==> src/sthit_pkg.sv <==
`timescale 1ns / 1ps
// Shared types, widths and the multiply-accumulate program for the segment/triangle
// nearest-hit block. No dependencies.
package sthit_pkg;

   localparam int FRACTION_BITS = 16;
   localparam int CRD_W   = 32;
   localparam int VEC_W   = CRD_W + 1;
   localparam int A_W     = VEC_W + 1;
   localparam int WIDE_W  = 2 * VEC_W + 1;
   localparam int LO_W    = VEC_W;
   localparam int HI_W    = WIDE_W - LO_W;
   localparam int B_W     = HI_W + 1;
   localparam int PROD_W  = A_W + B_W;
   localparam int ACC_W   = PROD_W + LO_W + 2;
   localparam int FRAC_W  = FRACTION_BITS + 1;
   localparam int OFF_W   = A_W;
   localparam int SQ_W    = 2 * OFF_W + 2;
   localparam int DIST_W  = 34;
   localparam int THR_W   = 32;
   localparam int SQRT_STEPS = SQ_W / 2;
   localparam int STEP_W  = 6;
   localparam int CNT_W   = 6;
   localparam int CSR_IDX_W = 3;

   localparam logic [STEP_W-1:0] TRI_LAST  = STEP_W'(35);
   localparam logic [STEP_W-1:0] FIN_FIRST = STEP_W'(36);
   localparam logic [STEP_W-1:0] FIN_LAST  = STEP_W'(41);
   localparam logic [FRAC_W-1:0] BEST_RESET = '1;
   localparam logic [THR_W-1:0]  THR_RESET  = THR_W'(281474977);

   typedef enum logic [CSR_IDX_W-1:0] {
      CSR_START_X   = 3'd0,
      CSR_START_Y   = 3'd1,
      CSR_START_Z   = 3'd2,
      CSR_END_X     = 3'd3,
      CSR_END_Y     = 3'd4,
      CSR_END_Z     = 3'd5,
      CSR_THRESHOLD = 3'd6
   } csr_idx_type;

   typedef struct packed {
      logic signed [CRD_W-1:0] vert_a_x;
      logic signed [CRD_W-1:0] vert_a_y;
      logic signed [CRD_W-1:0] vert_a_z;
      logic signed [CRD_W-1:0] vert_b_x;
      logic signed [CRD_W-1:0] vert_b_y;
      logic signed [CRD_W-1:0] vert_b_z;
      logic signed [CRD_W-1:0] vert_c_x;
      logic signed [CRD_W-1:0] vert_c_y;
      logic signed [CRD_W-1:0] vert_c_z;
      logic                    last_triangle;
   } req_type;

   typedef struct packed {
      logic                    hit;
      logic [FRAC_W-1:0]       hit_fraction;
      logic signed [CRD_W-1:0] point_x;
      logic signed [CRD_W-1:0] point_y;
      logic signed [CRD_W-1:0] point_z;
      logic [DIST_W-1:0]       distance;
   } rsp_type;

   typedef struct packed {
      logic signed [CRD_W-1:0] seg_start_x;
      logic signed [CRD_W-1:0] seg_start_y;
      logic signed [CRD_W-1:0] seg_start_z;
      logic signed [CRD_W-1:0] seg_end_x;
      logic signed [CRD_W-1:0] seg_end_y;
      logic signed [CRD_W-1:0] seg_end_z;
      logic [THR_W-1:0]        parallel_threshold;
   } csr_type;

   typedef enum logic [3:0] {
      ASRC_D0, ASRC_D1, ASRC_D2,
      ASRC_E1_0, ASRC_E1_1, ASRC_E1_2,
      ASRC_E2_0, ASRC_E2_1, ASRC_E2_2,
      ASRC_S0, ASRC_S1, ASRC_S2,
      ASRC_OFF0, ASRC_OFF1, ASRC_OFF2
   } a_src_type;

   typedef enum logic [4:0] {
      BSRC_E1_0, BSRC_E1_1, BSRC_E1_2,
      BSRC_E2_0, BSRC_E2_1, BSRC_E2_2,
      BSRC_P0_LO, BSRC_P1_LO, BSRC_P2_LO,
      BSRC_Q0_LO, BSRC_Q1_LO, BSRC_Q2_LO,
      BSRC_P0_HI, BSRC_P1_HI, BSRC_P2_HI,
      BSRC_Q0_HI, BSRC_Q1_HI, BSRC_Q2_HI,
      BSRC_BEST,
      BSRC_OFF0, BSRC_OFF1, BSRC_OFF2
   } b_src_type;

   typedef enum logic [3:0] {
      DST_NONE,
      DST_P0, DST_P1, DST_P2,
      DST_Q0, DST_Q1, DST_Q2,
      DST_DET, DST_NU, DST_NV, DST_NT,
      DST_OFF0, DST_OFF1, DST_OFF2,
      DST_SQ
   } dest_type;

   typedef struct packed {
      a_src_type a_src;
      b_src_type b_src;
      logic      neg;
      logic      clr;
      logic      rnd;
      dest_type  dest;
   } uop_type;

   typedef struct packed {
      logic    capture;
      logic    issue;
      uop_type uop;
      logic    norm;
      logic    div_init;
      logic    div_step;
      logic    update;
      logic    sqrt_step;
      logic    load_rsp;
      logic    clear_query;
   } cmd_type;

   typedef struct packed {
      logic pass;
      logic last;
      logic hit_seen;
   } sts_type;

   function automatic uop_type mk(input a_src_type a, input b_src_type b, input logic neg,
                                  input logic clr, input logic rnd, input dest_type dest);
      uop_type u;
      u.a_src = a;
      u.b_src = b;
      u.neg   = neg;
      u.clr   = clr;
      u.rnd   = rnd;
      u.dest  = dest;
      return u;
   endfunction

   // p = d x e2, q = s x e1, then det/nu/nv/nt as split dot products,
   // and for the result the rounded offsets and their squares.
   function automatic uop_type prog_rom(input logic [STEP_W-1:0] step);
      uop_type u;
      case (step)
         6'd0:  u = mk(ASRC_D1,   BSRC_E2_2,  1'b0, 1'b1, 1'b0, DST_NONE);
         6'd1:  u = mk(ASRC_D2,   BSRC_E2_1,  1'b1, 1'b0, 1'b0, DST_P0);
         6'd2:  u = mk(ASRC_D2,   BSRC_E2_0,  1'b0, 1'b1, 1'b0, DST_NONE);
         6'd3:  u = mk(ASRC_D0,   BSRC_E2_2,  1'b1, 1'b0, 1'b0, DST_P1);
         6'd4:  u = mk(ASRC_D0,   BSRC_E2_1,  1'b0, 1'b1, 1'b0, DST_NONE);
         6'd5:  u = mk(ASRC_D1,   BSRC_E2_0,  1'b1, 1'b0, 1'b0, DST_P2);
         6'd6:  u = mk(ASRC_S1,   BSRC_E1_2,  1'b0, 1'b1, 1'b0, DST_NONE);
         6'd7:  u = mk(ASRC_S2,   BSRC_E1_1,  1'b1, 1'b0, 1'b0, DST_Q0);
         6'd8:  u = mk(ASRC_S2,   BSRC_E1_0,  1'b0, 1'b1, 1'b0, DST_NONE);
         6'd9:  u = mk(ASRC_S0,   BSRC_E1_2,  1'b1, 1'b0, 1'b0, DST_Q1);
         6'd10: u = mk(ASRC_S0,   BSRC_E1_1,  1'b0, 1'b1, 1'b0, DST_NONE);
         6'd11: u = mk(ASRC_S1,   BSRC_E1_0,  1'b1, 1'b0, 1'b0, DST_Q2);
         6'd12: u = mk(ASRC_E1_0, BSRC_P0_LO, 1'b0, 1'b1, 1'b0, DST_NONE);
         6'd13: u = mk(ASRC_E1_0, BSRC_P0_HI, 1'b0, 1'b0, 1'b0, DST_NONE);
         6'd14: u = mk(ASRC_E1_1, BSRC_P1_LO, 1'b0, 1'b0, 1'b0, DST_NONE);
         6'd15: u = mk(ASRC_E1_1, BSRC_P1_HI, 1'b0, 1'b0, 1'b0, DST_NONE);
         6'd16: u = mk(ASRC_E1_2, BSRC_P2_LO, 1'b0, 1'b0, 1'b0, DST_NONE);
         6'd17: u = mk(ASRC_E1_2, BSRC_P2_HI, 1'b0, 1'b0, 1'b0, DST_DET);
         6'd18: u = mk(ASRC_S0,   BSRC_P0_LO, 1'b0, 1'b1, 1'b0, DST_NONE);
         6'd19: u = mk(ASRC_S0,   BSRC_P0_HI, 1'b0, 1'b0, 1'b0, DST_NONE);
         6'd20: u = mk(ASRC_S1,   BSRC_P1_LO, 1'b0, 1'b0, 1'b0, DST_NONE);
         6'd21: u = mk(ASRC_S1,   BSRC_P1_HI, 1'b0, 1'b0, 1'b0, DST_NONE);
         6'd22: u = mk(ASRC_S2,   BSRC_P2_LO, 1'b0, 1'b0, 1'b0, DST_NONE);
         6'd23: u = mk(ASRC_S2,   BSRC_P2_HI, 1'b0, 1'b0, 1'b0, DST_NU);
         6'd24: u = mk(ASRC_D0,   BSRC_Q0_LO, 1'b0, 1'b1, 1'b0, DST_NONE);
         6'd25: u = mk(ASRC_D0,   BSRC_Q0_HI, 1'b0, 1'b0, 1'b0, DST_NONE);
         6'd26: u = mk(ASRC_D1,   BSRC_Q1_LO, 1'b0, 1'b0, 1'b0, DST_NONE);
         6'd27: u = mk(ASRC_D1,   BSRC_Q1_HI, 1'b0, 1'b0, 1'b0, DST_NONE);
         6'd28: u = mk(ASRC_D2,   BSRC_Q2_LO, 1'b0, 1'b0, 1'b0, DST_NONE);
         6'd29: u = mk(ASRC_D2,   BSRC_Q2_HI, 1'b0, 1'b0, 1'b0, DST_NV);
         6'd30: u = mk(ASRC_E2_0, BSRC_Q0_LO, 1'b0, 1'b1, 1'b0, DST_NONE);
         6'd31: u = mk(ASRC_E2_0, BSRC_Q0_HI, 1'b0, 1'b0, 1'b0, DST_NONE);
         6'd32: u = mk(ASRC_E2_1, BSRC_Q1_LO, 1'b0, 1'b0, 1'b0, DST_NONE);
         6'd33: u = mk(ASRC_E2_1, BSRC_Q1_HI, 1'b0, 1'b0, 1'b0, DST_NONE);
         6'd34: u = mk(ASRC_E2_2, BSRC_Q2_LO, 1'b0, 1'b0, 1'b0, DST_NONE);
         6'd35: u = mk(ASRC_E2_2, BSRC_Q2_HI, 1'b0, 1'b0, 1'b0, DST_NT);
         6'd36: u = mk(ASRC_D0,   BSRC_BEST,  1'b0, 1'b1, 1'b1, DST_OFF0);
         6'd37: u = mk(ASRC_D1,   BSRC_BEST,  1'b0, 1'b1, 1'b1, DST_OFF1);
         6'd38: u = mk(ASRC_D2,   BSRC_BEST,  1'b0, 1'b1, 1'b1, DST_OFF2);
         6'd39: u = mk(ASRC_OFF0, BSRC_OFF0,  1'b0, 1'b1, 1'b0, DST_NONE);
         6'd40: u = mk(ASRC_OFF1, BSRC_OFF1,  1'b0, 1'b0, 1'b0, DST_NONE);
         6'd41: u = mk(ASRC_OFF2, BSRC_OFF2,  1'b0, 1'b0, 1'b0, DST_SQ);
         default: u = mk(ASRC_D0, BSRC_E1_0,  1'b0, 1'b1, 1'b0, DST_NONE);
      endcase
      return u;
   endfunction

endpackage

==> src/sthit_ctrl.sv <==
`timescale 1ns / 1ps
// Controller: sequences the multiply-accumulate program, divider, square root
// and result transfer. Depends on sthit_pkg.
module sthit_ctrl (
   input  logic               clock,
   input  logic               reset,
   input  logic               req_valid,
   output logic               req_ready,
   output logic               rsp_valid,
   input  logic               rsp_ready,
   output sthit_pkg::cmd_type cmd,
   input  sthit_pkg::sts_type sts
);
   import sthit_pkg::*;

   typedef enum logic [11:0] {
      S_IDLE   = 12'b000000000001,
      S_MAC    = 12'b000000000010,
      S_DRAIN  = 12'b000000000100,
      S_NORM   = 12'b000000001000,
      S_CHECK  = 12'b000000010000,
      S_DIV    = 12'b000000100000,
      S_UPDATE = 12'b000001000000,
      S_DONE   = 12'b000010000000,
      S_FIN    = 12'b000100000000,
      S_FDRAIN = 12'b001000000000,
      S_SQRT   = 12'b010000000000,
      S_EMIT   = 12'b100000000000
   } state_type;

   state_type         state_ff, state_in;
   logic [STEP_W-1:0] step_ff, step_in;
   logic [CNT_W-1:0]  cnt_ff, cnt_in;
   logic              rsp_valid_ff, rsp_valid_in;
   logic              out_free;

   assign req_ready = (state_ff == S_IDLE);
   assign rsp_valid = rsp_valid_ff;

   always_comb begin
      state_in     = state_ff;
      step_in      = step_ff;
      cnt_in       = cnt_ff;
      cmd          = '0;
      cmd.uop      = prog_rom(step_ff);
      out_free     = !rsp_valid_ff || rsp_ready;
      rsp_valid_in = rsp_valid_ff && !rsp_ready;
      case (state_ff)
         S_IDLE: begin
            if (req_valid) begin
               cmd.capture = 1'b1;
               step_in     = '0;
               state_in    = S_MAC;
            end
         end
         S_MAC: begin
            cmd.issue = 1'b1;
            if (step_ff == TRI_LAST) begin
               state_in = S_DRAIN;
            end else begin
               step_in = step_ff + 1'b1;
            end
         end
         S_DRAIN: state_in = S_NORM;
         S_NORM: begin
            cmd.norm = 1'b1;
            state_in = S_CHECK;
         end
         S_CHECK: begin
            if (sts.pass) begin
               cmd.div_init = 1'b1;
               cnt_in       = '0;
               state_in     = S_DIV;
            end else begin
               state_in = S_DONE;
            end
         end
         S_DIV: begin
            cmd.div_step = 1'b1;
            if (cnt_ff == CNT_W'(FRACTION_BITS - 1)) begin
               state_in = S_UPDATE;
            end else begin
               cnt_in = cnt_ff + 1'b1;
            end
         end
         S_UPDATE: begin
            cmd.update = 1'b1;
            state_in   = S_DONE;
         end
         S_DONE: begin
            if (!sts.last) begin
               state_in = S_IDLE;
            end else if (sts.hit_seen) begin
               step_in  = FIN_FIRST;
               state_in = S_FIN;
            end else begin
               state_in = S_EMIT;
            end
         end
         S_FIN: begin
            cmd.issue = 1'b1;
            if (step_ff == FIN_LAST) begin
               state_in = S_FDRAIN;
            end else begin
               step_in = step_ff + 1'b1;
            end
         end
         S_FDRAIN: begin
            cnt_in   = '0;
            state_in = S_SQRT;
         end
         S_SQRT: begin
            cmd.sqrt_step = 1'b1;
            if (cnt_ff == CNT_W'(SQRT_STEPS - 1)) begin
               state_in = S_EMIT;
            end else begin
               cnt_in = cnt_ff + 1'b1;
            end
         end
         S_EMIT: begin
            // hold until the output register is free
            if (out_free) begin
               cmd.load_rsp    = 1'b1;
               cmd.clear_query = 1'b1;
               rsp_valid_in    = 1'b1;
               state_in        = S_IDLE;
            end
         end
         default: state_in = S_IDLE;
      endcase
   end

   always_ff @(posedge clock) begin
      if (reset) begin
         state_ff     <= S_IDLE;
         step_ff      <= '0;
         cnt_ff       <= '0;
         rsp_valid_ff <= 1'b0;
      end else begin
         state_ff     <= state_in;
         step_ff      <= step_in;
         cnt_ff       <= cnt_in;
         rsp_valid_ff <= rsp_valid_in;
      end
   end

endmodule

==> config.mk <==
export PLATFORM = sky130hd
export DESIGN_NAME = sthit_ctrl
export DESIGN_NICKNAME = d
export VERILOG_FILES = /design/src/sthit_pkg.sv /design/src/sthit_ctrl.sv
export SDC_FILE = /design/constraint.sdc
export NUM_CORES = 1
export LEC_CHECK = 0
export BUFFER_PORTS_ARGS = -buffer_cell sky130_fd_sc_hd__buf_4
export CORE_MARGIN = 2
export CORE_UTILIZATION = 25
export CTS_BUF_LIST = sky130_fd_sc_hd__clkbuf_16
export CTS_CLUSTER_SIZE = 24
export DETAILED_ROUTE_END_ITERATION = 10
export SLEW_MARGIN = 10
export SYNTH_ARGS = -nofsm -noshare
export SYNTH_HDL_FRONTEND = slang
export SYNTH_SLANG_ARGS = --single-unit
==> constraint.sdc <==
create_clock -name clock -period 3.7 [get_ports clock]
set_input_delay 0.37 -clock clock [delete_from_list [all_inputs] [get_ports clock]]
set_output_delay 0.37 -clock clock [all_outputs]
set_load 0.05 [all_outputs]
==> impl_metrics.csv <==
group,metric,value,unit
status,status,"completed",
timing,max_freq,0.304,GHz
routing,initialDrtViolationCount,416,
pwr,sequentialPowerShare,0.406,
layout,regArea,821,sq um
routing,ant_nets,0,
clock_network,path_clk_slew,0.06,ns
clock_network,cts_tree,"done",
synth,syn_avg_cell_area,8.21,sq um
routing,drt_wl_total,7690,microns
routing,vias_per_cell,5.32,
critical_path,start_kind,"flop",
timing,min_period_over_period,0.889,
clock_network,cts_max_level,2,
synth,ys_top_cells_by_area,"dfxtp_1 (29%), ha_1 (4.0%), nor2_1 (3.9%)",
global_route,grt_first_pass_wirelength,12700,microns
critical_path,cp_cell_sequence,"ha_1, inv_1, or3_4, or2_1, a31oi_1, o21ai_2, inv_2, ha_1, mux2i_1, nor2_1, a211oi_1, o32ai_1",
clock_network,post_cts_buffers,0,
clock_network,cts_buffer_depth,2,
synth,syn_inst,340,
job,drv_cap,0,
layout,fin_nets,391,
layout,layoutNonFillerInstCount,516,
synth,ys_seq_area_frac,0.294,
timing,setup_tns,0,ns
place,placed_cells,508,
global_route,grt_pass1_vias,2565,
synth,synth_area,2790,sq um
layout,fin_util,0.310,
routing,vias,2744,
clock_network,cts_made_buffers,5,
timing,max_slew.worst_pin.slew,0.692,ns
layout,fill_cells,1139,
clock_network,cts_hold_buf,0,
clock_network,ctsResizeCount,0,
routing,wl_met3,470,microns
global_route,antenna_found_initial,0,
timing,final_hold_viol_count,0,
floorplan,die_w,110,microns
routing,drc_errors,0,
pwr,p_per_area,331,nW/um^2
synth,syn_nets,356,
synth,netlist.area_leader.share,0.294,
critical_path,critPathKind,"flop to flop",
place,gp_congestion,0.893,
floorplan,die-area,12000,sq um
synth,yosys_warnings,0,
synth,synth_cell_types,72,
timing,rsz0062_at_grt,"false",
timing,postLayoutSetupSlackWorst,0.409,ns
global_route,gr-total-overflow,0,
pwr,switching_share,0.266,
critical_path,crit_arrival,3.49,ns
pwr,ir_drop,0.000144,V
place,dp_worst_setup_slack,0.485,ns
layout,multi_input_comb_area,1820,sq um
global_route,grt_usage,0.133,
critical_path,slowest_stage,"dfxtp_1",
layout,diodes,0,
critical_path,r2r_setup_slack,0.41,ns
synth,synth-edff-count,0,
hold_path,hold_class,"input port to flop",
timing,maxSlewHeadroom,0.534,
routing,wl_met2,3550,microns
critical_path,critPathBufInv,2,
critical_path,setup.worst_path.end_class,"flop",
pwr,p_total,1.12,mW
pwr,clock_power_share,0.457,
critical_path,worst-path-max-fanout,8,
timing,period_minus_slack,3.29,ns
clock_network,cts_sinks,41,
critical_path,cp_common_cell,"ha_1",
floorplan,initial_core_util,0.256,
timing,finalSetupViolCount,0,
synth,synthFlopType,"dfxtp_1",
timing,drv_slew,0,
floorplan,core.rowCount,38,
routing,dr.pass1.iters,5,
global_route,grt_max_degree,21,
clock_network,clock-root-buffer,"clkbuf_16",
floorplan,io_pins,34,
floorplan,core-area,10900,sq um
pwr,switching_power,0.297,mW
synth,async_reset_ff_frac,0,
routing,wl_per_cell,14.9,microns
routing,met1_length,3480,microns
synth,ys_ff_latch,41,
timing,fin_skew,0.00789,ns
layout,syn2layout_area_growth,21.0,%
place,dp.final_hpwl,5640,microns
critical_path,slowest_delay,0.45,ns
pwr,p_int,0.820,mW
pwr,leakagePower,1.36,nW
critical_path,critPathTopFamily,"compound AO/OA/AOI/OAI gates",
critical_path,cp_data_required_time,3.90,ns
clock_network,insertion_delay,0.30,ns
place,portBuffers,33,
floorplan,die_y,110,microns
layout,drive_gt1_frac,0.213,
synth,synth_top_cell_by_area,"dfxtp_1",
pwr,combPwrFrac,0.137,
routing,routed.top_layer,"met4",
cells in the mapped netlist, types with 6 or more instances:
cell     number
nor3_1       12
inv_2         6
nand3_1      11
a21oi_1      18
nor2_1       29
nand2_1      23
mux2i_1       6
dfxtp_1      41
xor2_1        6
nor2b_1       6
and3_1        7
inv_1        12
nand4_1      14
ha_1          9
o22ai_1      10
buf_2         7
o32ai_1       7
xnor2_1       6
o21ai_0       6
cells by family after synthesis:
logic type      share of synthesized area
simple gates                        0.287
flops                               0.294
fa+ha+maj                          0.0439
xor+xnor                           0.0377
mux                                0.0336
buf+inv                            0.0529
compound gates                      0.251
power groups by stage:
stage | combinational (mW) | sequential (mW) | clock (mW)
2_1_floorplan | 0.102 | 0.469 | 0
3_3_place_gp | 0.152 | 0.463 | 0
3_5_place_dp | 0.151 | 0.463 | 0
4_1_cts | 0.152 | 0.453 | 0.523
5_1_grt | 0.165 | 0.454 | 0.536
6_report | 0.153 | 0.453 | 0.510
layer usage:
layer  vias up  track usage
met1      1266        0.176
met2       108        0.211
met4         0       0.0579
met5         -            0
met3        15       0.0261
li1       1355            -
worst reg2reg max path: stages (launching register included):
cell and delay [ns]:
dfxtp_1 0.45, ha_1 0.28, inv_1 0.08, or3_4 0.38, or2_1 0.30, a31oi_1 0.34
o21ai_2 0.20, inv_2 0.20, ha_1 0.32, mux2i_1 0.14, nor2_1 0.15, a211oi_1 0.07
o32ai_1 0.27
final cells by class:
type / count / share of cell area
sequential: 41 / 0.243
clock buffer: 5 / 0.0371
timing repair buffer: 42 / 0.0934
tap: 140 / 0.0519
inverter: 19 / 0.0211
clock inverter: 3 / 0.0137
multi-input combinational: 266 / 0.540
per-stage QoR:
stage / hold WS [ns] / area [sq um]
after floorplan: 0.501 / 2790
after global placement: 0.534 / 3210
after detailed placement: 0.545 / 3210
after CTS: 0.366 / 3380
final: 0.366 / 3380
after global routing: 0.384 / 3380
sequential cells by signal, summed over array words and instances (netlist names):
signal,count
rsp_valid,1
cnt_ff,6
step_ff,6
cmd,16
state_ff,12
final timing paths:
kind | to | cells past startpoint | start
setup / recovery | cmd[8]$_DFF_P_ | 12 | step_ff[0]$_SDFFE_PP0N_
hold / removal | state_ff[10]$_SDFFE_PP0P_ | 2 | reset
hold reg to reg | cnt_ff[3]$_SDFFE_PP0P_ | 2 | cnt_ff[3]$_SDFFE_PP0P_
setup reg to reg | cmd[8]$_DFF_P_ | 12 | step_ff[0]$_SDFFE_PP0N_
placed cells by master (no fill, tap or decap), types with 6 or more instances in the layout:
master / count
nand2_1: 23
dfxtp_1: 41
nor2b_1: 6
nand4_1: 14
xor2_1: 6
o21ai_0: 6
o22ai_1: 10
mux2i_1: 6
nor3_1: 12
buf_4: 42
nand3_1: 11
xnor2_1: 6
inv_1: 12
and3_1: 7
nor2_1: 29
ha_1: 9
o32ai_1: 7
a21oi_1: 18
inv_2: 6
No activity file was read; power rests on OpenSTA's default activity.
