--- src/sthit_pkg.sv ---
`timescale 1ns / 1ps
// Shared types, widths and the multiply-accumulate program for the segment/triangle
// nearest-hit block. No dependencies.
package sthit_pkg;

   localparam int FRACTION_BITS = 16;
   localparam int CRD_W   = 32;
   localparam int VEC_W   = CRD_W + 1;
   localparam int A_W     = VEC_W + 1;
   localparam int WIDE_W  = 2 * VEC_W + 1;
   localparam int LO_W    = VEC_W;
   localparam int HI_W    = WIDE_W - LO_W;
   localparam int B_W     = HI_W + 1;
   localparam int PROD_W  = A_W + B_W;
   localparam int ACC_W   = PROD_W + LO_W + 2;
   localparam int FRAC_W  = FRACTION_BITS + 1;
   localparam int OFF_W   = A_W;
   localparam int SQ_W    = 2 * OFF_W + 2;
   localparam int DIST_W  = 34;
   localparam int THR_W   = 32;
   localparam int SQRT_STEPS = SQ_W / 2;
   localparam int STEP_W  = 6;
   localparam int CNT_W   = 6;
   localparam int CSR_IDX_W = 3;

   localparam logic [STEP_W-1:0] TRI_LAST  = STEP_W'(35);
   localparam logic [STEP_W-1:0] FIN_FIRST = STEP_W'(36);
   localparam logic [STEP_W-1:0] FIN_LAST  = STEP_W'(41);
   localparam logic [FRAC_W-1:0] BEST_RESET = '1;
   localparam logic [THR_W-1:0]  THR_RESET  = THR_W'(281474977);

   typedef enum logic [CSR_IDX_W-1:0] {
      CSR_START_X   = 3'd0,
      CSR_START_Y   = 3'd1,
      CSR_START_Z   = 3'd2,
      CSR_END_X     = 3'd3,
      CSR_END_Y     = 3'd4,
      CSR_END_Z     = 3'd5,
      CSR_THRESHOLD = 3'd6
   } csr_idx_type;

   typedef struct packed {
      logic signed [CRD_W-1:0] vert_a_x;
      logic signed [CRD_W-1:0] vert_a_y;
      logic signed [CRD_W-1:0] vert_a_z;
      logic signed [CRD_W-1:0] vert_b_x;
      logic signed [CRD_W-1:0] vert_b_y;
      logic signed [CRD_W-1:0] vert_b_z;
      logic signed [CRD_W-1:0] vert_c_x;
      logic signed [CRD_W-1:0] vert_c_y;
      logic signed [CRD_W-1:0] vert_c_z;
      logic                    last_triangle;
   } req_type;

   typedef struct packed {
      logic                    hit;
      logic [FRAC_W-1:0]       hit_fraction;
      logic signed [CRD_W-1:0] point_x;
      logic signed [CRD_W-1:0] point_y;
      logic signed [CRD_W-1:0] point_z;
      logic [DIST_W-1:0]       distance;
   } rsp_type;

   typedef struct packed {
      logic signed [CRD_W-1:0] seg_start_x;
      logic signed [CRD_W-1:0] seg_start_y;
      logic signed [CRD_W-1:0] seg_start_z;
      logic signed [CRD_W-1:0] seg_end_x;
      logic signed [CRD_W-1:0] seg_end_y;
      logic signed [CRD_W-1:0] seg_end_z;
      logic [THR_W-1:0]        parallel_threshold;
   } csr_type;

   typedef enum logic [3:0] {
      ASRC_D0, ASRC_D1, ASRC_D2,
      ASRC_E1_0, ASRC_E1_1, ASRC_E1_2,
      ASRC_E2_0, ASRC_E2_1, ASRC_E2_2,
      ASRC_S0, ASRC_S1, ASRC_S2,
      ASRC_OFF0, ASRC_OFF1, ASRC_OFF2
   } a_src_type;

   typedef enum logic [4:0] {
      BSRC_E1_0, BSRC_E1_1, BSRC_E1_2,
      BSRC_E2_0, BSRC_E2_1, BSRC_E2_2,
      BSRC_P0_LO, BSRC_P1_LO, BSRC_P2_LO,
      BSRC_Q0_LO, BSRC_Q1_LO, BSRC_Q2_LO,
      BSRC_P0_HI, BSRC_P1_HI, BSRC_P2_HI,
      BSRC_Q0_HI, BSRC_Q1_HI, BSRC_Q2_HI,
      BSRC_BEST,
      BSRC_OFF0, BSRC_OFF1, BSRC_OFF2
   } b_src_type;

   typedef enum logic [3:0] {
      DST_NONE,
      DST_P0, DST_P1, DST_P2,
      DST_Q0, DST_Q1, DST_Q2,
      DST_DET, DST_NU, DST_NV, DST_NT,
      DST_OFF0, DST_OFF1, DST_OFF2,
      DST_SQ
   } dest_type;

   typedef struct packed {
      a_src_type a_src;
      b_src_type b_src;
      logic      neg;
      logic      clr;
      logic      rnd;
      dest_type  dest;
   } uop_type;

   typedef struct packed {
      logic    capture;
      logic    issue;
      uop_type uop;
      logic    norm;
      logic    div_init;
      logic    div_step;
      logic    update;
      logic    sqrt_step;
      logic    load_rsp;
      logic    clear_query;
   } cmd_type;

   typedef struct packed {
      logic pass;
      logic last;
      logic hit_seen;
   } sts_type;

   function automatic uop_type mk(input a_src_type a, input b_src_type b, input logic neg,
                                  input logic clr, input logic rnd, input dest_type dest);
      uop_type u;
      u.a_src = a;
      u.b_src = b;
      u.neg   = neg;
      u.clr   = clr;
      u.rnd   = rnd;
      u.dest  = dest;
      return u;
   endfunction

   // p = d x e2, q = s x e1, then det/nu/nv/nt as split dot products,
   // and for the result the rounded offsets and their squares.
   function automatic uop_type prog_rom(input logic [STEP_W-1:0] step);
      uop_type u;
      case (step)
         6'd0:  u = mk(ASRC_D1,   BSRC_E2_2,  1'b0, 1'b1, 1'b0, DST_NONE);
         6'd1:  u = mk(ASRC_D2,   BSRC_E2_1,  1'b1, 1'b0, 1'b0, DST_P0);
         6'd2:  u = mk(ASRC_D2,   BSRC_E2_0,  1'b0, 1'b1, 1'b0, DST_NONE);
         6'd3:  u = mk(ASRC_D0,   BSRC_E2_2,  1'b1, 1'b0, 1'b0, DST_P1);
         6'd4:  u = mk(ASRC_D0,   BSRC_E2_1,  1'b0, 1'b1, 1'b0, DST_NONE);
         6'd5:  u = mk(ASRC_D1,   BSRC_E2_0,  1'b1, 1'b0, 1'b0, DST_P2);
         6'd6:  u = mk(ASRC_S1,   BSRC_E1_2,  1'b0, 1'b1, 1'b0, DST_NONE);
         6'd7:  u = mk(ASRC_S2,   BSRC_E1_1,  1'b1, 1'b0, 1'b0, DST_Q0);
         6'd8:  u = mk(ASRC_S2,   BSRC_E1_0,  1'b0, 1'b1, 1'b0, DST_NONE);
         6'd9:  u = mk(ASRC_S0,   BSRC_E1_2,  1'b1, 1'b0, 1'b0, DST_Q1);
         6'd10: u = mk(ASRC_S0,   BSRC_E1_1,  1'b0, 1'b1, 1'b0, DST_NONE);
         6'd11: u = mk(ASRC_S1,   BSRC_E1_0,  1'b1, 1'b0, 1'b0, DST_Q2);
         6'd12: u = mk(ASRC_E1_0, BSRC_P0_LO, 1'b0, 1'b1, 1'b0, DST_NONE);
         6'd13: u = mk(ASRC_E1_0, BSRC_P0_HI, 1'b0, 1'b0, 1'b0, DST_NONE);
         6'd14: u = mk(ASRC_E1_1, BSRC_P1_LO, 1'b0, 1'b0, 1'b0, DST_NONE);
         6'd15: u = mk(ASRC_E1_1, BSRC_P1_HI, 1'b0, 1'b0, 1'b0, DST_NONE);
         6'd16: u = mk(ASRC_E1_2, BSRC_P2_LO, 1'b0, 1'b0, 1'b0, DST_NONE);
         6'd17: u = mk(ASRC_E1_2, BSRC_P2_HI, 1'b0, 1'b0, 1'b0, DST_DET);
         6'd18: u = mk(ASRC_S0,   BSRC_P0_LO, 1'b0, 1'b1, 1'b0, DST_NONE);
         6'd19: u = mk(ASRC_S0,   BSRC_P0_HI, 1'b0, 1'b0, 1'b0, DST_NONE);
         6'd20: u = mk(ASRC_S1,   BSRC_P1_LO, 1'b0, 1'b0, 1'b0, DST_NONE);
         6'd21: u = mk(ASRC_S1,   BSRC_P1_HI, 1'b0, 1'b0, 1'b0, DST_NONE);
         6'd22: u = mk(ASRC_S2,   BSRC_P2_LO, 1'b0, 1'b0, 1'b0, DST_NONE);
         6'd23: u = mk(ASRC_S2,   BSRC_P2_HI, 1'b0, 1'b0, 1'b0, DST_NU);
         6'd24: u = mk(ASRC_D0,   BSRC_Q0_LO, 1'b0, 1'b1, 1'b0, DST_NONE);
         6'd25: u = mk(ASRC_D0,   BSRC_Q0_HI, 1'b0, 1'b0, 1'b0, DST_NONE);
         6'd26: u = mk(ASRC_D1,   BSRC_Q1_LO, 1'b0, 1'b0, 1'b0, DST_NONE);
         6'd27: u = mk(ASRC_D1,   BSRC_Q1_HI, 1'b0, 1'b0, 1'b0, DST_NONE);
         6'd28: u = mk(ASRC_D2,   BSRC_Q2_LO, 1'b0, 1'b0, 1'b0, DST_NONE);
         6'd29: u = mk(ASRC_D2,   BSRC_Q2_HI, 1'b0, 1'b0, 1'b0, DST_NV);
         6'd30: u = mk(ASRC_E2_0, BSRC_Q0_LO, 1'b0, 1'b1, 1'b0, DST_NONE);
         6'd31: u = mk(ASRC_E2_0, BSRC_Q0_HI, 1'b0, 1'b0, 1'b0, DST_NONE);
         6'd32: u = mk(ASRC_E2_1, BSRC_Q1_LO, 1'b0, 1'b0, 1'b0, DST_NONE);
         6'd33: u = mk(ASRC_E2_1, BSRC_Q1_HI, 1'b0, 1'b0, 1'b0, DST_NONE);
         6'd34: u = mk(ASRC_E2_2, BSRC_Q2_LO, 1'b0, 1'b0, 1'b0, DST_NONE);
         6'd35: u = mk(ASRC_E2_2, BSRC_Q2_HI, 1'b0, 1'b0, 1'b0, DST_NT);
         6'd36: u = mk(ASRC_D0,   BSRC_BEST,  1'b0, 1'b1, 1'b1, DST_OFF0);
         6'd37: u = mk(ASRC_D1,   BSRC_BEST,  1'b0, 1'b1, 1'b1, DST_OFF1);
         6'd38: u = mk(ASRC_D2,   BSRC_BEST,  1'b0, 1'b1, 1'b1, DST_OFF2);
         6'd39: u = mk(ASRC_OFF0, BSRC_OFF0,  1'b0, 1'b1, 1'b0, DST_NONE);
         6'd40: u = mk(ASRC_OFF1, BSRC_OFF1,  1'b0, 1'b0, 1'b0, DST_NONE);
         6'd41: u = mk(ASRC_OFF2, BSRC_OFF2,  1'b0, 1'b0, 1'b0, DST_SQ);
         default: u = mk(ASRC_D0, BSRC_E1_0,  1'b0, 1'b1, 1'b0, DST_NONE);
      endcase
      return u;
   endfunction

endpackage

--- src/sthit_csr.sv ---
`timescale 1ns / 1ps
// Segment and threshold register file with its write channel.
// Depends on sthit_pkg.
module sthit_csr (
   input  logic                                  clock,
   input  logic                                  reset,
   input  logic                                  csr_valid,
   output logic                                  csr_ready,
   input  logic [sthit_pkg::CSR_IDX_W-1:0]       csr_index,
   input  logic [31:0]                           csr_wdata,
   output sthit_pkg::csr_type                    cfg
);
   import sthit_pkg::*;

   csr_type csr_ff;

   assign csr_ready = 1'b1;
   assign cfg       = csr_ff;

   always_ff @(posedge clock) begin
      if (reset) begin
         csr_ff.seg_start_x        <= '0;
         csr_ff.seg_start_y        <= '0;
         csr_ff.seg_start_z        <= '0;
         csr_ff.seg_end_x          <= '0;
         csr_ff.seg_end_y          <= '0;
         csr_ff.seg_end_z          <= '0;
         csr_ff.parallel_threshold <= THR_RESET;
      end else if (csr_valid) begin
         case (csr_idx_type'(csr_index))
            CSR_START_X:   csr_ff.seg_start_x        <= csr_wdata;
            CSR_START_Y:   csr_ff.seg_start_y        <= csr_wdata;
            CSR_START_Z:   csr_ff.seg_start_z        <= csr_wdata;
            CSR_END_X:     csr_ff.seg_end_x          <= csr_wdata;
            CSR_END_Y:     csr_ff.seg_end_y          <= csr_wdata;
            CSR_END_Z:     csr_ff.seg_end_z          <= csr_wdata;
            CSR_THRESHOLD: csr_ff.parallel_threshold <= csr_wdata;
            default: ;
         endcase
      end
   end

endmodule

--- config.mk ---
export PLATFORM = sky130hd
export DESIGN_NAME = sthit_csr
export DESIGN_NICKNAME = d
export VERILOG_FILES = /design/src/sthit_pkg.sv /design/src/sthit_csr.sv
export SDC_FILE = /design/constraint.sdc
export NUM_CORES = 1
export LEC_CHECK = 0
export BUFFER_PORTS_ARGS = -buffer_cell sky130_fd_sc_hd__buf_4
export CAP_MARGIN = 20
export CORE_AREA = 3 3 98 194
export CTS_CLUSTER_SIZE = 30
export DETAILED_ROUTE_END_ITERATION = 16
export DIE_AREA = 0 0 101 197
export PLACE_DENSITY_LB_ADDON = 0.3
export SETUP_SLACK_MARGIN = 0.02
export SYNTH_ARGS = -nofsm -noshare
export SYNTH_HDL_FRONTEND = slang
export SYNTH_SLANG_ARGS = --single-unit
--- constraint.sdc ---
create_clock -name clock -period 1.57 [get_ports clock]
set_input_delay 0.157 -clock clock [delete_from_list [all_inputs] [get_ports clock]]
set_output_delay 0.157 -clock clock [all_outputs]
set_load 0.01 [all_outputs]
==> results of run 1 <==
[power by group]
group          internal, uW  switching, uW  leakage [uW]
Combinational           514            492       0.00381
Sequential             5810           72.0       0.00181
Clock                  2540           2010      0.000281
[repair_timing]
item	in CTS	in global routing
hold buffers	15	0
endpoints found under the setup margin	0	0
endpoints found under the hold margin	15	0
[kinds of logic after synthesis]
logic type	share of synthesized area
other	0.000428
buffers and inverters	0.0349
DFF	0.512
and+or+nand+nor	0.197
muxes	0.256
[cell type report]
class / instances / area share
Clock buffer: 28 / 0.0458
Tap cell: 213 / 0.0226
Sequential cell: 224 / 0.381
Clock inverter: 3 / 0.00361
Timing Repair Buffer: 299 / 0.205
Multi-Input combinational cell: 506 / 0.342
[routing by layer]
metal	track usage	vias to the layer above
li1	-	3115
met1	0.266	3064
met2	0.437	203
met3	0.0351	45
met4	0.0888	0
met5	0	-
[metrics by stage]
step                utilization  cells  power, uW
global placement          0.621   1227       6980
detailed placement        0.621   1227       6990
CTS                       0.662   1273      11600
finish                    0.662   1273      11400
global route              0.662   1273      11800
floorplan                     -    791       6520
[cells in the final DEF (no fill, tap or decap)]
| cell | synthesis | final |
|---|---|---|
| and4b_1 | 1 | 1 |
| nand4b_1 | 3 | 3 |
| clkbuf_16 | 0 | 19 |
| bufinv_16 | 0 | 1 |
| conb_1 | 1 | 1 |
| or4b_4 | 1 | 1 |
| dfxtp_1 | 224 | 224 |
| nor4bb_4 | 0 | 1 |
| clkbuf_1 | 32 | 6 |
| nand4bb_2 | 0 | 1 |
| nand2b_1 | 241 | 241 |
| buf_12 | 1 | 10 |
| nand4bb_4 | 0 | 2 |
| buf_4 | 5 | 273 |
| clkbuf_8 | 0 | 3 |
| nor2_1 | 30 | 30 |
| mux2i_1 | 224 | 224 |
| buf_6 | 2 | 1 |
| nor4b_2 | 0 | 1 |
| clkinv_2 | 0 | 1 |
| dlygate4sd3_1 | 0 | 15 |
| clkinvlp_4 | 0 | 1 |
[worst max-delay path by stage]
stage                                startpoint                     to  slack (ns)  cells past startpoint
after floorplan                    csr_index[1]  cfg[213]$_SDFFE_PP0P_        0.25                      5
after global placement             csr_index[0]  cfg[212]$_SDFFE_PP0P_        0.25                      3
after detailed placement           csr_index[0]  cfg[218]$_SDFFE_PP0P_        0.23                      3
after CTS                 cfg[147]$_SDFFE_PP0P_               cfg[147]        0.39                      1
after global routing      cfg[147]$_SDFFE_PP0P_               cfg[147]        0.38                      1
final                     cfg[147]$_SDFFE_PP0P_               cfg[147]        0.41                      1
==> results.cfg, run 1 <==
[sta]
timing.slew.headroom = 0.587
slew_viol_final = 0
finalCriticalPeriod_ns = 1.16
skew_ns = 0
hold_violations = 0
fin_tns_setup_ns = 0
period_share = 0.737
grt_setup_unrepaired = no
tightestPinTransition_ns = 0.620
setup_violations = 0
fmax_mhz = 864
finalWorstSetupSlack_ns = 0.412
fin_hold_ws_ns = 0.0985

[critical_path]
r2r_cells = 2
path_cells = buf_4
start_kind = register
worstPathArrival_ns = 1.00
end_kind = primary output
cp.buffers_inverters = 1
cp_max_fo = 2
r2r_start = cfg[147]$_SDFFE_PP0P_
cp.required_ns = 1.41
slowest_delay_ns = 0.38
r2r_end = cfg[147]$_SDFFE_PP0P_
criticalPathCategory = reg2out
path_delay_family = flip-flops
rrSetupSlack_ns = 0.91
cp_slowest_cell = dfxtp_1

[route]
vias_per_cell = 5.05
drtIter0Drc = 144
wire_per_inst_um = 18.8
finalWirelength_um = 23900
drc_errors = 0
top_layer = met4
via_count = 6427
dr_wl_met3_um = 1220
route.met2.wl_um = 12700
drtPass1Iterations = 4
wl_met1_um = 9140
antenna_left = 0

[placement]
dpl.hpwl_um = 16800
gp_congestion = 0.802
dpl_cell_area_um2 = 11000
pre_cts_ws_ns = 0.230
portBuffers = 261

[power_and_ir_drop]
p_per_area_nw_per_um2 = 971
p_leak_uw = 0.00591
vdd_drop_max_uv = 1000

[logic_synthesis]
syn_avg_cell_area_um2 = 11.1
yosysSeqAreaShare = 0.512
ys_seq_elements = 224
synthTopCellsByArea = dfxtp_1 (51%), mux2i_1 (26%), nand2b_1 (17%)
netlist_area_um2 = 8760
synth_top_cell_by_area = dfxtp_1
synthCells = 791
ys_types = 16
synth_top_area_frac = 0.512
synth_flop_cell = dfxtp_1
syn-num-nets = 829
yosysMostFrequentCell = nand2b_1
synthTopCellsByCount = nand2b_1 (241), dfxtp_1 (224), mux2i_1 (224), clkbuf_1 (32), nor2_1 (30)
synthArstFlopShare = 0
synth_edf_count = 0
ys_warn_count = 0

[final_layout]
regArea_um2 = 4480
multi_input_area_um2 = 4030
drive_gt1_frac = 0.297
n_antenna_cell = 0
fin_nets = 1088
syn2layout_area_growth_pct = 34.4
nFillCells = 1384
fin_area_um2 = 11800
largest_register_ffs = 224

[global_route]
first_global_vias = 6540
grt_overflow = 0
grt_pass1_wl_um = 36900
grt.total_usage = 0.236
grt_max_degree = 42
antenna_found_initial = 0

[cts]
postCtsSetupBuffers = 0
htreeDepth = 1
numCtsBuffers = 19
cts.reportedPaths.clkPinSlew_ns = 0.07
worstSkewPairLatency_ns = 0.48
cts_tree = done
cts_buffer_depth = 3
cts.sinks = 224
cts_root_buffer = clkbuf_16
cts_resized = 0

[flow_run]
maxCapViolCount = 0

[hold_path]
hold_start = reset
min_to = cfg[128]$_SDFFE_PP0P_
hold_class = in2reg
whs_path_depth = 3

[die]
rows = 69
boundaryPins = 263
core_area_um2 = 17800
dieArea_um2 = 19900
die_h_um = 197
start_util = 0.492
fp.dieW_um = 101

[status]
status = finished, final reports clean
No activity file was read; power rests on OpenSTA's default activity.
==> run 2: changes to the inputs <==
==> constraint.sdc (replaced) <==
create_clock -name clock -period 1.1 [get_ports clock]
set_input_delay 0.11 -clock clock [delete_from_list [all_inputs] [get_ports clock]]
set_output_delay 0.11 -clock clock [all_outputs]
set_load 0.01 [all_outputs]
==> run 2 against run 1 <==
Net effect:
- cell count rose by 3.1%
- first-iteration DRC count down 25%
- non-clock buffer count is 37 higher
- cell area up 10%
- die area stayed put
- critical endpoint is now cfg[3]
- critical path type unchanged
- register-to-register slack got worse by 0.55 ns
- wire length grew 4.0%
- clock skew unchanged
- highest routed layer unchanged
- hold slack lost 0.045 ns
==> results.cfg, run 2 (same netlist as run 1, synthesis figures left out) <==
[route]
drtIter0Drc = 108
finalWirelength_um = 24900
antenna_left = 0
vias_per_cell = 5.10
drc_errors = 0
wire_per_inst_um = 19.0
via_count = 6697
drtPass1Iterations = 5

[final_layout]
layout_commonest_cell = nand2b_1
largest_register_ffs = 224
drive_gt1_frac = 0.511
syn2layout_area_growth_pct = 48.2
final_cell_mix = nand2b_1 (241), mux2i_1 (224), dfxtp_2 (207)
n_antenna_cell = 0
fin_area_um2 = 13000
fin_nets = 1126
final_cells = 1312

[global_route]
antenna_found_initial = 0
grt_max_degree = 40
use_met2 = 0.430
first_global_vias = 6818
gr-usage-met3 = 0.0397
grt.total_usage = 0.237
grt_overflow = 0
grt_pass1_wl_um = 37300
top_usage_layer = met2
grt_use_met1 = 0.259

[critical_path]
end_kind = primary output
cp.required_ns = 0.99
path_delay_family = flip-flops
path_depth = 1
r2r_cells = 3
criticalPathCategory = reg2out
worstPathArrival_ns = 0.96
start_kind = register
path_cells = buf_6
cp_max_fo = 2
slowest_delay_ns = 0.36
rrSetupSlack_ns = 0.36
cp_slowest_cell = dfxtp_2
cp.buffers_inverters = 1

[placement]
dpl.hpwl_um = 17200
portBuffers = 261
dpl_cell_area_um2 = 11200
pre_cts_ws_ns = -0.182
dp_cells = 1246
gp_congestion = 0.821

[cts]
cts_buffer_depth = 3
cts_root_buffer = clkbuf_16
htreeDepth = 1
numCtsBuffers = 20
cts_tree = done
cts.sinks = 224
cts.reportedPaths.clkPinSlew_ns = 0.07
worstSkewPairLatency_ns = 0.49

[hold_path]
hold_class = in2reg
whs_path_depth = 4

[power_and_ir_drop]
p_leak_uw = 0.00636
vdd_drop_max_uv = 1230
p_per_area_nw_per_um2 = 1330

[sta]
grt_setup_unrepaired = yes
setup_violations = 0
finalCriticalPeriod_ns = 1.07
skew_ns = 0
fin_tns_setup_ns = 0
hold_violations = 0
period_share = 0.976
fin_hold_ws_ns = 0.0532
slew_viol_final = 0
fmax_mhz = 931
finalWorstSetupSlack_ns = 0.0259

[die]
die_h_um = 197
dieArea_um2 = 19900
core_area_um2 = 17800
start_util = 0.492
rows = 69
fp.dieW_um = 101
boundaryPins = 263

[flow_run]
maxCapViolCount = 0

[status]
status = finished, final reports clean
## run 2: layout make-up
class	count	area (um^2)
Timing Repair Buffer	336	3270
Clock buffer	27	558
Tap cell	213	267
Clock inverter	6	110
Multi-Input combinational cell	506	4030
Sequential cell	224	4740
Fill cell	1199	4810
## run 2: metrics by stage
stage               utilization  power [uW]
finish                    0.730       17300
global route              0.730       17800
CTS                       0.702       17400
detailed placement        0.632       10000
global placement          0.632       10000
floorplan                     -        9320
## run 2: timing repair
action	CTS	global route
resized for setup	194	152
endpoints found under the setup margin	134	153
hold buffers	15	0
setup buffers	5	13
hold endpoints to repair	15	0
## run 2: path summary, 6_finish.rpt
path / endpoint / startpoint
setup / recovery: cfg[3] / cfg[3]$_SDFFE_PP0P_
hold reg to reg: cfg[207]$_SDFFE_PP0P_ / cfg[207]$_SDFFE_PP0P_
setup reg to reg: cfg[114]$_SDFFE_PP0P_ / cfg[114]$_SDFFE_PP0P_
hold / removal: cfg[59]$_SDFFE_PP0P_ / csr_wdata[27]
## run 2: per-layer routing
| metal | part of all wire | routed length, um |
|---|---|---|
| met1 | 0.37 | 9120 |
| met2 | 0.53 | 13300 |
| met3 | 0.052 | 1300 |
| met4 | 0.046 | 1150 |
| met5 | 0 | 0 |
## run 2: report_power, final
| part | internal, uW | switching, uW | leakage (uW) |
|---|---|---|---|
| logic | 872 | 722 | 0.00414 |
| registers | 8320 | 129 | 0.00190 |
| clock network | 4260 | 2990 | 0.000318 |
==> run 3: changes to the inputs <==
--- a/config.mk
+++ b/config.mk
@@ -11,7 +11,7 @@
 export CTS_CLUSTER_SIZE = 30
 export DETAILED_ROUTE_END_ITERATION = 16
 export DIE_AREA = 0 0 101 197
-export PLACE_DENSITY_LB_ADDON = 0.3
+export PLACE_DENSITY = 0.77
 export SETUP_SLACK_MARGIN = 0.02
 export SYNTH_ARGS = -nofsm -noshare
 export SYNTH_HDL_FRONTEND = slang
==> run 3 against run 2 <==
Net effect:
- combinational power decreased by 4%
- hold slack got worse by 0.0064 ns
- sequential power about the same
- cell count decreased by 1.2%
- die area unchanged
- first-iteration DRC count increased by 44%
- wire length decreased by 1.6%
- cell area decreased by 4.1%
- non-clock buffer count decreased by 15
- maximum frequency increased by 1.0%
- sequential share of layout area increased by 1.3 points
- register-to-register slack improved by 0.03 ns
- critical endpoint is now cfg[164]
==> results.cfg, run 3 (same netlist as run 1, synthesis figures left out) <==
[cts]
cts_buffer_depth = 3
cts_tree = done
worstSkewPairLatency_ns = 0.48
cts_root_buffer = clkbuf_16
cts.sinks = 224
htreeDepth = 1
numCtsBuffers = 19
cts.reportedPaths.clkPinSlew_ns = 0.07

[sta]
finalCriticalPeriod_ns = 1.06
hold_violations = 0
setup_violations = 0
fmax_mhz = 941
grt_setup_unrepaired = yes
period_share = 0.966
skew_ns = 0
slew_viol_final = 0

[die]
boundaryPins = 263
die_h_um = 197
core_area_um2 = 17800
rows = 69
fp.dieW_um = 101
dieArea_um2 = 19900
start_util = 0.492

[global_route]
grt.total_usage = 0.234
first_global_vias = 6639
antenna_found_initial = 0
grt_max_degree = 58
grt_pass1_wl_um = 36700
grt_overflow = 0

[flow_run]
maxCapViolCount = 0

[route]
vias_per_cell = 5.03
finalWirelength_um = 24500
antenna_left = 0
wire_per_inst_um = 18.9
drtPass1Iterations = 4
drc_errors = 0
via_count = 6513
drtIter0Drc = 155

[hold_path]
hold_class = in2reg
whs_path_depth = 4

[critical_path]
r2r_cells = 3
cp.required_ns = 0.99
start_kind = register
cp.buffers_inverters = 1
worstPathArrival_ns = 0.95
slowest_delay_ns = 0.33
path_delay_family = flip-flops
cp_max_fo = 2
cp_slowest_cell = dfxtp_1
criticalPathCategory = reg2out
path_cells = buf_4
path_depth = 1
end_kind = primary output

[placement]
dpl.hpwl_um = 17200
dpl_cell_area_um2 = 11200
portBuffers = 261
gp_congestion = 0.828

[final_layout]
n_antenna_cell = 0
syn2layout_area_growth_pct = 42.1
fin_nets = 1110
fin_area_um2 = 12400
final_cell_mix = nand2b_1 (241), buf_4 (241), mux2i_1 (224)
finish.utilization = 0.700
largest_register_ffs = 224
drive_gt1_frac = 0.482

[status]
status = finished, final reports clean

[power_and_ir_drop]
p_per_area_nw_per_um2 = 1350
vdd_drop_max_uv = 1350
p_leak_uw = 0.00619
run 3: cell types whose count changed in the layout (fill, tap and decap cells not counted), sizes merged:
cell,change
buf,-15
clkinv,+3
clkinvlp,-2
bufinv,-1
clkbuf,-1
run 3: cell type report:
| cell class | instances | area (um^2) |
|---|---|---|
| timing repair buffer | 321 | 2810 |
| clock inverter | 6 | 80.1 |
| sequential | 224 | 4710 |
| fill | 1331 | 5340 |
| clock buffer | 26 | 552 |
| multi-input combinational | 506 | 4030 |
| tap | 213 | 267 |
run 3: per-stage QoR:
step	setup TNS (ns)	cells	hold slack, ns	setup WS [ns]	total power, uW
after floorplan	-1.72	791	0.277	-0.151	9320
after global placement	-15.08	1244	0.375	-0.167	10000
after detailed placement	-16.43	1244	0.388	-0.181	10000
after CTS	0	1291	0.0277	0.0137	17000
after global routing	0	1296	0.0641	0.00602	17400
final	0	1296	0.0468	0.0369	16900
run 3: final timing paths:
| path | startpoint | endpoint | slack, ns |
|---|---|---|---|
| worst min register to register | cfg[189]$_SDFFE_PP0P_ | cfg[189]$_SDFFE_PP0P_ | 0.47 |
| worst max register to register | cfg[46]$_SDFFE_PP0P_ | cfg[46]$_SDFFE_PP0P_ | 0.39 |
| worst min-delay path | csr_wdata[6] | cfg[102]$_SDFFE_PP0P_ | 0.05 |
| worst max-delay path | cfg[164]$_SDFFE_PP0P_ | cfg[164] | 0.04 |
run 3: where the power goes:
part	total (uW)	switching [uW]	internal, uW
Sequential	8420	110	8310
Clock	6910	2930	3980
Combinational	1530	723	812
Total	16900	3760	13100
run 3: per-layer routing:
layer | part of all wire | wire length [um] | GRT usage | vias up
met3 | 0.052 | 1280 | 0.0361 | 47
li1 | - | - | - | 3157
met5 | 0 | 0 | 0 | -
met2 | 0.53 | 13000 | 0.438 | 202
met4 | 0.039 | 956 | 0.0888 | 0
met1 | 0.38 | 9230 | 0.260 | 3107
run 3: timing repair:
action | in CTS | in global routing
setup buffers | 0 | 5
hold buffers | 15 | 0
endpoints found under the hold margin | 15 | 0
resized for setup | 72 | 158
setup endpoints to repair | 68 | 149
